===== src/sv/mbvd_pkg.sv =====
// ----------------------------------------------------------------------------
// mbvd_pkg
// shared types, constants and the microcode table of the back-emf drive block
// ----------------------------------------------------------------------------
package mbvd_pkg;

  // configuration register indexes
  localparam logic [2:0] REG_ANGLE_OFFSET = 3'd0;
  localparam logic [2:0] REG_DIRECTION    = 3'd1;
  localparam logic [2:0] REG_MAX_VOLTAGE  = 3'd2;
  localparam logic [2:0] REG_TORQUE_GAIN  = 3'd3;
  localparam logic [2:0] REG_COEF_CUBIC   = 3'd4;
  localparam logic [2:0] REG_COEF_SQUARE  = 3'd5;
  localparam logic [2:0] REG_COEF_LINEAR  = 3'd6;

  // reset values of the registers
  localparam logic [14:0] MAX_VOLTAGE_RST = 15'd7000;
  localparam logic [15:0] TORQUE_GAIN_RST = 16'd5120;
  localparam logic [31:0] COEF_CUBIC_RST  = 32'd33554;
  localparam logic [31:0] COEF_SQUARE_RST = 32'hFFCC_CCCD;  // -3355443
  localparam logic [31:0] COEF_LINEAR_RST = 32'd874079846;

  // reciprocal of ten, exact for any 16-bit magnitude after >> 19
  localparam logic [15:0] K_DIV10  = 16'd52429;
  // 2*pi/60 in q16
  localparam logic [12:0] K_SPEED  = 13'd6863;
  // horner saturation bound, 2^37
  localparam logic signed [48:0] HORNER_LIM = 49'sd137438953472;

  // multiplier operand selects
  localparam logic [2:0] MUL_NONE   = 3'd0;
  localparam logic [2:0] MUL_DIV10  = 3'd1;
  localparam logic [2:0] MUL_SCALE  = 3'd2;
  localparam logic [2:0] MUL_TORQUE = 3'd3;
  localparam logic [2:0] MUL_LO     = 3'd4;
  localparam logic [2:0] MUL_HI     = 3'd5;

  // accumulator operations
  localparam logic [1:0] ACC_HOLD   = 2'd0;
  localparam logic [1:0] ACC_LOAD   = 2'd1;
  localparam logic [1:0] ACC_ADD_HI = 2'd2;

  // program addresses
  localparam logic [3:0] STEP_FB_DIV   = 4'd0;
  localparam logic [3:0] STEP_FB_SCALE = 4'd1;
  localparam logic [3:0] STEP_FB_EMIT  = 4'd2;
  localparam logic [3:0] STEP_CM_TORQ  = 4'd3;
  localparam logic [3:0] STEP_CM_LATCH = 4'd4;
  localparam logic [3:0] STEP_CM_LO    = 4'd5;
  localparam logic [3:0] STEP_CM_HI    = 4'd6;
  localparam logic [3:0] STEP_CM_SUM   = 4'd7;
  localparam logic [3:0] STEP_CM_NEXT  = 4'd8;
  localparam logic [3:0] STEP_CM_EMIT  = 4'd9;

  typedef struct packed {
    logic [31:0] angle_offset;
    logic        dir_neg;
    logic [14:0] max_mv;
    logic [15:0] gain;
    logic [31:0] coef_cubic;
    logic [31:0] coef_square;
    logic [31:0] coef_linear;
  } cfg_t;

  typedef struct packed {
    logic [2:0] mul_sel;
    logic [1:0] acc_op;
    logic       load_cubic;
    logic       latch_tq;
    logic       loop_back;   // horner update and jump while terms remain
    logic       emit_fb;
    logic       emit_cmd;
    logic [3:0] target;
  } ucode_t;

  function automatic ucode_t ucode_rom(input logic [3:0] step);
    ucode_t w;
    w = '0;
    case (step)
      STEP_FB_DIV:   w.mul_sel = MUL_DIV10;
      STEP_FB_SCALE: w.mul_sel = MUL_SCALE;
      STEP_FB_EMIT:  w.emit_fb = 1'b1;
      STEP_CM_TORQ: begin
        w.mul_sel    = MUL_TORQUE;
        w.load_cubic = 1'b1;
      end
      STEP_CM_LATCH: w.latch_tq = 1'b1;
      STEP_CM_LO:    w.mul_sel  = MUL_LO;
      STEP_CM_HI: begin
        w.mul_sel = MUL_HI;
        w.acc_op  = ACC_LOAD;
      end
      STEP_CM_SUM:   w.acc_op = ACC_ADD_HI;
      STEP_CM_NEXT: begin
        w.loop_back = 1'b1;
        w.target    = STEP_CM_LO;
      end
      STEP_CM_EMIT:  w.emit_cmd = 1'b1;
      default:       w = '0;
    endcase
    return w;
  endfunction

endpackage


===== src/sv/mbvd_seq.sv =====
// ----------------------------------------------------------------------------
// mbvd_seq
// step counter and microcode fetch, with conditional loop jump
// ----------------------------------------------------------------------------
module mbvd_seq (
  input  logic                clk,
  input  logic                rst,
  input  logic                start,
  input  logic                start_cmd,
  input  logic                more,
  input  logic                stall,
  output logic                busy,
  output mbvd_pkg::ucode_t    ctrl
);

  logic [3:0]       step;
  mbvd_pkg::ucode_t word;
  logic             emit_any;

  always_comb begin
    word     = mbvd_pkg::ucode_rom(step);
    emit_any = word.emit_fb | word.emit_cmd;
    ctrl     = busy ? word : '0;
    // hold the emit step while the result register is full
    if (stall) begin
      ctrl.emit_fb  = 1'b0;
      ctrl.emit_cmd = 1'b0;
    end
  end

  always_ff @(posedge clk) begin
    if (rst) begin
      busy <= 1'b0;
      step <= mbvd_pkg::STEP_FB_DIV;
    end else if (start) begin
      busy <= 1'b1;
      step <= start_cmd ? mbvd_pkg::STEP_CM_TORQ : mbvd_pkg::STEP_FB_DIV;
    end else if (busy) begin
      if (emit_any) begin
        if (!stall) busy <= 1'b0;
      end else if (word.loop_back && more) begin
        step <= word.target;
      end else begin
        step <= step + 4'd1;
      end
    end
  end

endmodule


===== src/sv/mbvd_dp.sv =====
// ----------------------------------------------------------------------------
// mbvd_dp
// shared 19x25 multiplier, accumulator, horner register and result logic
// ----------------------------------------------------------------------------
module mbvd_dp (
  input  logic                clk,
  input  logic                rst,
  input  logic                start,
  input  logic [31:0]         raw_angle,
  input  logic [15:0]         raw_speed,
  input  logic [15:0]         torque_milli,
  input  mbvd_pkg::cfg_t      cfg,
  input  mbvd_pkg::ucode_t    ctrl,
  output logic                more,
  output logic [32:0]         angle_val,
  output logic [25:0]         speed_val,
  output logic [15:0]         volt_val
);

  // latched item
  logic [31:0] angle_q;
  logic [15:0] speed_q;
  logic [15:0] torque_q;

  logic [25:0] speed_now;
  logic [24:0] smag;
  logic [16:0] speed_mag;
  logic [16:0] torque_mag;
  logic [32:0] cubic_mag;

  logic [18:0] mul_a;
  logic [24:0] mul_b;
  logic [43:0] prod;
  logic [62:0] acc;

  logic [37:0] a_mag;
  logic        a_neg;
  logic [1:0]  term;

  logic [22:0] tq_mag;
  logic        tq_neg;

  logic [46:0]        hm_mag;
  logic signed [48:0] hm;
  logic signed [48:0] hx;
  logic signed [48:0] hsat;
  logic [31:0]        coef;

  logic [22:0]        emf_mag;
  logic               emf_neg;
  logic signed [25:0] v_sum;
  logic signed [25:0] v_max;
  logic signed [25:0] v_sat;
  logic signed [32:0] diff;

  always_ff @(posedge clk) begin
    if (start) begin
      angle_q  <= raw_angle;
      speed_q  <= raw_speed;
      torque_q <= torque_milli;
    end
  end

  assign speed_mag  = speed_q[15] ? (17'd0 - {speed_q[15], speed_q}) : {1'b0, speed_q};
  assign torque_mag = torque_q[15] ? (17'd0 - {torque_q[15], torque_q})
                                   : {1'b0, torque_q};
  assign cubic_mag  = cfg.coef_cubic[31] ? (33'd0 - {cfg.coef_cubic[31], cfg.coef_cubic})
                                         : {1'b0, cfg.coef_cubic};
  assign smag       = speed_now[25] ? 25'(26'd0 - speed_now) : speed_now[24:0];

  always_comb begin
    case (ctrl.mul_sel)
      mbvd_pkg::MUL_DIV10: begin
        mul_a = 19'(speed_mag);
        mul_b = 25'(mbvd_pkg::K_DIV10);
      end
      mbvd_pkg::MUL_SCALE: begin
        mul_a = 19'(prod[32:19]);
        mul_b = 25'(mbvd_pkg::K_SPEED);
      end
      mbvd_pkg::MUL_TORQUE: begin
        mul_a = 19'(torque_mag);
        mul_b = 25'(cfg.gain);
      end
      mbvd_pkg::MUL_LO: begin
        mul_a = a_mag[18:0];
        mul_b = smag;
      end
      mbvd_pkg::MUL_HI: begin
        mul_a = a_mag[37:19];
        mul_b = smag;
      end
      default: begin
        mul_a = '0;
        mul_b = '0;
      end
    endcase
  end

  // product holds on steps without a multiply, so a stalled emit keeps it
  always_ff @(posedge clk) begin
    if (ctrl.mul_sel != mbvd_pkg::MUL_NONE) begin
      prod <= 44'(mul_a) * 44'(mul_b);
    end
  end

  always_ff @(posedge clk) begin
    case (ctrl.acc_op)
      mbvd_pkg::ACC_LOAD:   acc <= 63'(prod);
      mbvd_pkg::ACC_ADD_HI: acc <= acc + {prod, 19'b0};
      default:              acc <= acc;
    endcase
  end

  // horner step: a = sat(tshift(a*s, 16) + coef)
  assign hm_mag = acc[62:16];
  assign hm     = a_neg ? -$signed({2'b0, hm_mag}) : $signed({2'b0, hm_mag});
  assign coef   = (term == 2'd0) ? cfg.coef_square : cfg.coef_linear;
  assign hx     = hm + $signed({{17{coef[31]}}, coef});

  always_comb begin
    if (hx > mbvd_pkg::HORNER_LIM)       hsat = mbvd_pkg::HORNER_LIM;
    else if (hx < -mbvd_pkg::HORNER_LIM) hsat = -mbvd_pkg::HORNER_LIM;
    else                                 hsat = hx;
  end

  assign more = (term != 2'd2);

  always_ff @(posedge clk) begin
    if (ctrl.load_cubic) begin
      a_mag <= 38'(cubic_mag);
      a_neg <= cfg.coef_cubic[31];
      term  <= 2'd0;
    end else if (ctrl.loop_back && more) begin
      a_mag <= hsat[48] ? 38'(-hsat) : 38'(hsat);
      a_neg <= hsat[48];
      term  <= term + 2'd1;
    end
    if (ctrl.latch_tq) begin
      tq_mag <= prod[30:8];
      tq_neg <= torque_q[15];
    end
  end

  always_ff @(posedge clk) begin
    if (rst) begin
      speed_now <= '0;
    end else if (ctrl.emit_fb) begin
      speed_now <= speed_val;
    end
  end

  // feedback results
  assign diff      = $signed({angle_q[31], angle_q}) -
                     $signed({cfg.angle_offset[31], cfg.angle_offset});
  assign angle_val = cfg.dir_neg ? 33'(-diff) : 33'(diff);
  assign speed_val = (speed_q[15] ^ cfg.dir_neg) ? (26'd0 - {1'b0, prod[24:0]})
                                                 : {1'b0, prod[24:0]};

  // command result: torque term plus signed back-emf, clamped, then direction-corrected
  assign emf_mag = acc[62:40];
  assign emf_neg = a_neg ^ speed_now[25];
  assign v_max   = $signed({11'b0, cfg.max_mv});
  assign v_sum   = (tq_neg ? -$signed({3'b0, tq_mag}) : $signed({3'b0, tq_mag})) +
                   (emf_neg ? -$signed({3'b0, emf_mag}) : $signed({3'b0, emf_mag}));

  always_comb begin
    if (v_sum > v_max)       v_sat = v_max;
    else if (v_sum < -v_max) v_sat = -v_max;
    else                     v_sat = v_sum;
  end

  assign volt_val = cfg.dir_neg ? 16'(-v_sat) : 16'(v_sat);

endmodule


===== src/sv/motor_backemf_voltage_drive_top.sv =====
// ----------------------------------------------------------------------------
// motor_backemf_voltage_drive_top
// back-emf feedforward drive voltage from torque commands and speed feedback
// ----------------------------------------------------------------------------
// usage:
//   slave channel s_*: one beat is one item; s_tuser selects feedback (0) or
//   torque command (1). feedback beats return the direction-corrected angle
//   and speed and keep the speed for later commands; command beats return
//   the clamped drive voltage in millivolts.
//   master channel m_*: one result beat per item, in item order.
//   config port: cfg_we with cfg_index/cfg_data writes one register; the user writes
//   only while the block is idle (the block does not enforce it); indexes past the register list are dropped.
// sequencing:
//   a microcoded sequencer steps one shared 19x25 multiplier. a feedback
//   item runs a divide, a scale and an emit step; a command runs a torque
//   step, a latch step, the horner passes and an emit step (the cubic
//   back-emf polynomial takes three 4-step horner passes, each product built
//   from two partial products). s_tready is low while an item is in work.
// reset: rst is synchronous; registers return to their defaults, the kept
//   speed clears to zero and both channels come up empty.
// stall: the result sits in an output register; a new item is accepted
//   while it waits, and the sequencer holds its emit step until m_tready.
// ----------------------------------------------------------------------------
module motor_backemf_voltage_drive_top (
  input  logic        clk,
  input  logic        rst,
  // item input
  input  logic        s_tvalid,
  output logic        s_tready,
  input  logic [63:0] s_tdata,   // raw_angle[31:0], raw_speed[47:32], torque_milli[63:48]
  input  logic        s_tuser,   // kind
  // result output
  output logic        m_tvalid,
  input  logic        m_tready,
  output logic [79:0] m_tdata,   // angle_out[32:0], speed_out[58:33], voltage_mv[74:59], zeros
  // register writes
  input  logic        cfg_we,
  input  logic [2:0]  cfg_index,
  input  logic [31:0] cfg_data
);

  mbvd_pkg::cfg_t   cfg;
  mbvd_pkg::ucode_t ctrl;

  logic        busy;
  logic        start;
  logic        stall;
  logic        more;
  logic [32:0] angle_val;
  logic [25:0] speed_val;
  logic [15:0] volt_val;

  // configuration registers
  always_ff @(posedge clk) begin
    if (rst) begin
      cfg.angle_offset <= '0;
      cfg.dir_neg      <= 1'b0;
      cfg.max_mv       <= mbvd_pkg::MAX_VOLTAGE_RST;
      cfg.gain         <= mbvd_pkg::TORQUE_GAIN_RST;
      cfg.coef_cubic   <= mbvd_pkg::COEF_CUBIC_RST;
      cfg.coef_square  <= mbvd_pkg::COEF_SQUARE_RST;
      cfg.coef_linear  <= mbvd_pkg::COEF_LINEAR_RST;
    end else if (cfg_we) begin
      case (cfg_index)
        mbvd_pkg::REG_ANGLE_OFFSET: cfg.angle_offset <= cfg_data;
        mbvd_pkg::REG_DIRECTION:    cfg.dir_neg      <= cfg_data[0];
        mbvd_pkg::REG_MAX_VOLTAGE:  cfg.max_mv       <= cfg_data[14:0];
        mbvd_pkg::REG_TORQUE_GAIN:  cfg.gain         <= cfg_data[15:0];
        mbvd_pkg::REG_COEF_CUBIC:   cfg.coef_cubic   <= cfg_data;
        mbvd_pkg::REG_COEF_SQUARE:  cfg.coef_square  <= cfg_data;
        mbvd_pkg::REG_COEF_LINEAR:  cfg.coef_linear  <= cfg_data;
        default: ;
      endcase
    end
  end

  // input side: take a beat whenever the sequencer is free and out of reset
  assign s_tready = ~busy & ~rst;
  assign start    = s_tvalid & s_tready;
  // output register still holds an untaken beat
  assign stall    = m_tvalid & ~m_tready;

  mbvd_seq u_seq (
    .clk       (clk),
    .rst       (rst),
    .start     (start),
    .start_cmd (s_tuser),
    .more      (more),
    .stall     (stall),
    .busy      (busy),
    .ctrl      (ctrl)
  );

  mbvd_dp u_dp (
    .clk          (clk),
    .rst          (rst),
    .start        (start),
    .raw_angle    (s_tdata[31:0]),
    .raw_speed    (s_tdata[47:32]),
    .torque_milli (s_tdata[63:48]),
    .cfg          (cfg),
    .ctrl         (ctrl),
    .more         (more),
    .angle_val    (angle_val),
    .speed_val    (speed_val),
    .volt_val     (volt_val)
  );

  // result register; fields of the other item kind read as zero
  always_ff @(posedge clk) begin
    if (rst) begin
      m_tvalid <= 1'b0;
    end else if (ctrl.emit_fb || ctrl.emit_cmd) begin
      m_tvalid <= 1'b1;
    end else if (m_tready) begin
      m_tvalid <= 1'b0;
    end
  end

  always_ff @(posedge clk) begin
    if (ctrl.emit_fb) begin
      m_tdata <= {5'b0, 16'd0, speed_val, angle_val};
    end else if (ctrl.emit_cmd) begin
      m_tdata <= {5'b0, volt_val, 26'd0, 33'd0};
    end
  end

  // an emit never overwrites a beat that is still waiting
  a_no_overwrite: assert property (@(posedge clk) disable iff (rst)
    (ctrl.emit_fb || ctrl.emit_cmd) |-> !stall)
    else $error("result emitted into a full output register");

  // an accepted item always starts the sequencer
  a_start_busy: assert property (@(posedge clk) disable iff (rst)
    start |=> busy)
    else $error("sequencer idle after an accepted item");

  // the drive voltage never leaves the clamp window
  a_volt_clamp: assert property (@(posedge clk) disable iff (rst)
    ctrl.emit_cmd |->
      ($signed(volt_val) <= $signed({1'b0, cfg.max_mv})) &&
      ($signed(volt_val) >= -$signed({1'b0, cfg.max_mv})))
    else $error("drive voltage outside clamp");

endmodule


===== config.mk =====
export PLATFORM = sky130hd
export DESIGN_NAME = motor_backemf_voltage_drive_top
export DESIGN_NICKNAME = d
export VERILOG_FILES = /design/src/sv/mbvd_pkg.sv /design/src/sv/mbvd_seq.sv /design/src/sv/mbvd_dp.sv /design/src/sv/motor_backemf_voltage_drive_top.sv
export SDC_FILE = /design/constraint.sdc
export NUM_CORES = 2
export LEC_CHECK = 0
export ABC_AREA = 1
export BUFFER_PORTS_ARGS = -buffer_cell sky130_fd_sc_hd__buf_2
export CORE_AREA = 2 2 345 347
export CTS_CLUSTER_DIAMETER = 200
export CTS_CLUSTER_SIZE = 40
export DETAILED_ROUTE_END_ITERATION = 16
export DIE_AREA = 0 0 347 349
export PLACE_DENSITY = 0.69
export SYNTH_ARGS = -nofsm -noshare
export SYNTH_HDL_FRONTEND = slang
export SYNTH_SLANG_ARGS = --single-unit

===== constraint.sdc =====
create_clock -name clk -period 16.5 [get_ports clk]
set_input_delay 3.3 -clock clk [delete_from_list [all_inputs] [get_ports clk]]
set_output_delay 3.3 -clock clk [all_outputs]
set_load 0.01 [all_outputs]

==> summary.log <==
[outcome] status complete, no violations
[synth] most used flip-flop cell after synthesis edfxtp_1
[power_and_ir_drop] Seq pwr share 0.417
[worst_setup_path] path type of the worst setup path reg2reg
[synth] post-synthesis instance total 7411
[placement] routability congestion estimate from global placement 1.01
[detailed_routing] Routed WL per cell 20.7 µm
[floorplan] core area 117000 µm²
[detailed_routing] Initial DRC Count 4367
[global_routing] pin count of the biggest net entering global routing 86
[timing] Setup TNS Final 0 ps
[final_layout] NumNets Final 8312
[clocking] clock-pin slew reported for the worst setup and hold paths after clock tree synthesis 150 ps
[global_routing] first-pass GRT wire length 281 mm
[clocking] total of cells resized after clock tree synthesis 0
[synth] Yosys cell types 75
[detailed_routing] DRC violation count after routing 0
[power_and_ir_drop] Net Sw Frac 0.423
[power_and_ir_drop] P_leak 27.0 nW
[synth] number of register bits inferred by synthesis 487
[clocking] number of levels the H-tree was split into 1
[timing] number of failing hold endpoints at the final stage 0
[synth] Synthesis Warnings 0
[global_routing] via count of the first global-routing pass 46900
[timing] shortest period the worst path allows 11110 ps
[timing] Peak Freq 90.0 MHz
[detailed_routing] final routed wirelength across all metal layers 186 mm
[final_layout] Syn-to-layout area delta 5.60%
[timing] clk_skew 32.5 ps
[clocking] total CTS buffers 16
[run] max-capacitance violation count 0
[worst_setup_path] Data arrival, critical path 11490 ps
[synth] per-instance average area after synthesis 7.08 µm²
[power_and_ir_drop] portion of total power attributed to the clock network 0.180
[power_and_ir_drop] internal power 0.00193 W
[clocking] clock root buffer clkbuf_16
[worst_hold_path] Tightest Hold Check Type reg2reg
[synth] post-synthesis instance area 52500 µm²
[worst_setup_path] Slowest-stage cell, CP inv_1
[clocking] count of hold buffers inserted by post-cts repair 0
[power_and_ir_drop] power per standard cell area 60.4 nW/µm²
[timing] Max transition margin 0.156
[timing] setup repair after global routing missed its margin false
[worst_setup_path] most frequent cell on the critical path inv_1
[global_routing] number of antenna violations at the first check in global routing 7
[timing] max-slew violations 0
[floorplan] Die Wd 347 µm
[clocking] Max Root-Sink Buffers 3
[final_layout] share of post-route cells with drive strength above 1 0.0518
[timing] minimum hold slack 461 ps
[placement] sum of net half-perimeters after detailed placement 153 mm
[detailed_routing] total number of vias 49200
[power_and_ir_drop] maximum vdd drop 0.0884 mV
[power_and_ir_drop] switching pwr 0.00142 W
[floorplan] number of rows created at floorplan 126
[detailed_routing] first-pass iteration count of the detailed router 6
[worst_setup_path] largest fanout on the critical path 43
[floorplan] Vert. Die Dim 349 µm
[synth] async set or reset register ratio after synthesis 0
[detailed_routing] number of nets with antenna violations after routing 0
[floorplan] initial core utilization 0.447
[worst_setup_path] kind of capture point of the worst setup path register
[global_routing] total routing resource utilization after global routing 0.302
[timing] final setup violation count 0
[timing] transition time at the pin with the least slew margin 1260 ps
[worst_setup_path] Crit path required time 16880 ps
[clocking] TritonCTS clock tree done
[detailed_routing] post-DR vias/cell 5.45
[floorplan] die area 121000 µm²
[clocking] Clock Sink Count 487
[power_and_ir_drop] combinational share of power 0.404
[worst_setup_path] slowest stage delay, CP 740 ps
[global_routing] GRT overflow 0
[clocking] Clock Latency Late Sink 620 ps
[placement] number of port buffers 181
[worst_setup_path] critical path launch point type register
[timing] share of the clock period used by the worst path 0.673
[synth] register area share after synthesis 0.238
[floorplan] top-level I/O count 187
[clocking] postcts setup bufs 0
[synth] number of flops mapped to enable cells by yosys 272
[sequential cells by signal, summed over array words and instances (netlist names)]
signal	cells
u_dp.tq_mag	23
u_dp.speed_now	26
u_dp.term	2
u_dp.a_neg	1
m_tdata	75
u_dp.acc	47
u_dp.torque_q	16
cfg	160
u_dp.tq_neg	1
m_tvalid	1
u_seq.busy	1
u_dp.speed_q	16
u_dp.angle_q	32
u_seq.step	4
u_dp.a_mag	38
u_dp.prod	44
[worst paths after layout]
path	from	end	slack, ps	cells after the start
worst max-delay path	u_seq.step[0]	u_dp.prod[42]	5390	39
worst min register to register	cfg[23]	cfg[23]	460	2
worst min-delay path	cfg[23]	cfg[23]	460	2
worst max register to register	u_seq.step[0]	u_dp.prod[42]	5390	39
[area by class of cell]
class | count | area, µm²
Tap cell | 1536 | 1920
Multi-Input combinational cell | 5268 | 33600
Sequential cell | 487 | 12500
Antenna cell | 5 | 12.5
Timing Repair Buffer | 250 | 1420
Inverter | 1452 | 5450
Clock buffer | 25 | 455
Clock inverter | 3 | 36.3
Fill cell | 12000 | 62100
[cell usage in the layout (no fill, tap or decap), types with 181 or more instances in the layout]
master and instances:
buf_2 181, inv_1 1414, o21ai_0 411, edfxtp_1 272, nand3_1 288, nand2_1 1705
a21oi_1 475, nor2_1 818, dfxtp_1 214, fa_1 394, ha_1 337
[per-stage QoR]
step | area [µm²] | setup slack, ps | cells | total power [W] | util
2_1_floorplan | 52500 | 8510 | 7415 | 0.00229 | -
3_3_place_gp | 54900 | 5700 | 8993 | 0.00273 | 0.467
3_5_place_dp | 54900 | 5560 | 8993 | 0.00274 | 0.467
4_1_cts | 55400 | 5560 | 9021 | 0.00333 | 0.472
5_1_grt | 55400 | 4700 | 9025 | 0.00353 | 0.472
6_report | 55400 | 5390 | 9026 | 0.00335 | 0.472
[layer usage]
layer,share of wire,GRT usage,vias up
li1,-,-,23500
met1,0.41,0.390,23300
met2,0.46,0.505,1955
met3,0.068,0.0364,402
met4,0.057,0.143,2
met5,0.000070,0,-
[synth_stat cells (161+ instances only)]
| library cell | instances | area share |
|---|---|---|
| nand3_1 | 289 | 0.028 |
| edfxtp_1 | 272 | 0.16 |
| ha_1 | 338 | 0.081 |
| o21ai_0 | 412 | 0.039 |
| a21oi_1 | 475 | 0.045 |
| nand2_1 | 1705 | 0.12 |
| nor2_1 | 822 | 0.059 |
| dfxtp_1 | 215 | 0.082 |
| inv_1 | 1416 | 0.10 |
| xor2_1 | 161 | 0.027 |
| clkbuf_1 | 165 | 0.012 |
| fa_1 | 394 | 0.15 |
[logic make-up (layout without fill, tap and decap cells)]
group,after synthesis,after routing,share of synthesized area
AOI/OAI and AO/OA,1135,1135,0.119
and+or+nand+nor,3154,3154,0.249
DFF,487,487,0.238
other,1,10,0.0000715
buffers and inverters,1660,1730,0.122
adders and majority gates,732,732,0.231
xor gates and xnor gates,242,242,0.0404
[critical path, delay by kind of cell (launching register included)]
kind	cells	cell delay, ps
fa+ha+maj	8	3710
simple gates	12	2570
buf+inv	9	2380
compound gates	9	1670
flops	1	380
xor+xnor	1	120
[power by group through the flow]
stage               Clock [W]  Sequential, W  Combinational (W)
global route         0.000643        0.00140            0.00149
finish               0.000601        0.00139            0.00135
detailed placement          0        0.00142            0.00132
floorplan                   0        0.00140           0.000887
CTS                  0.000609        0.00139            0.00133
global placement            0        0.00142            0.00131
Note: power is estimated with default switching activity, not from simulation.
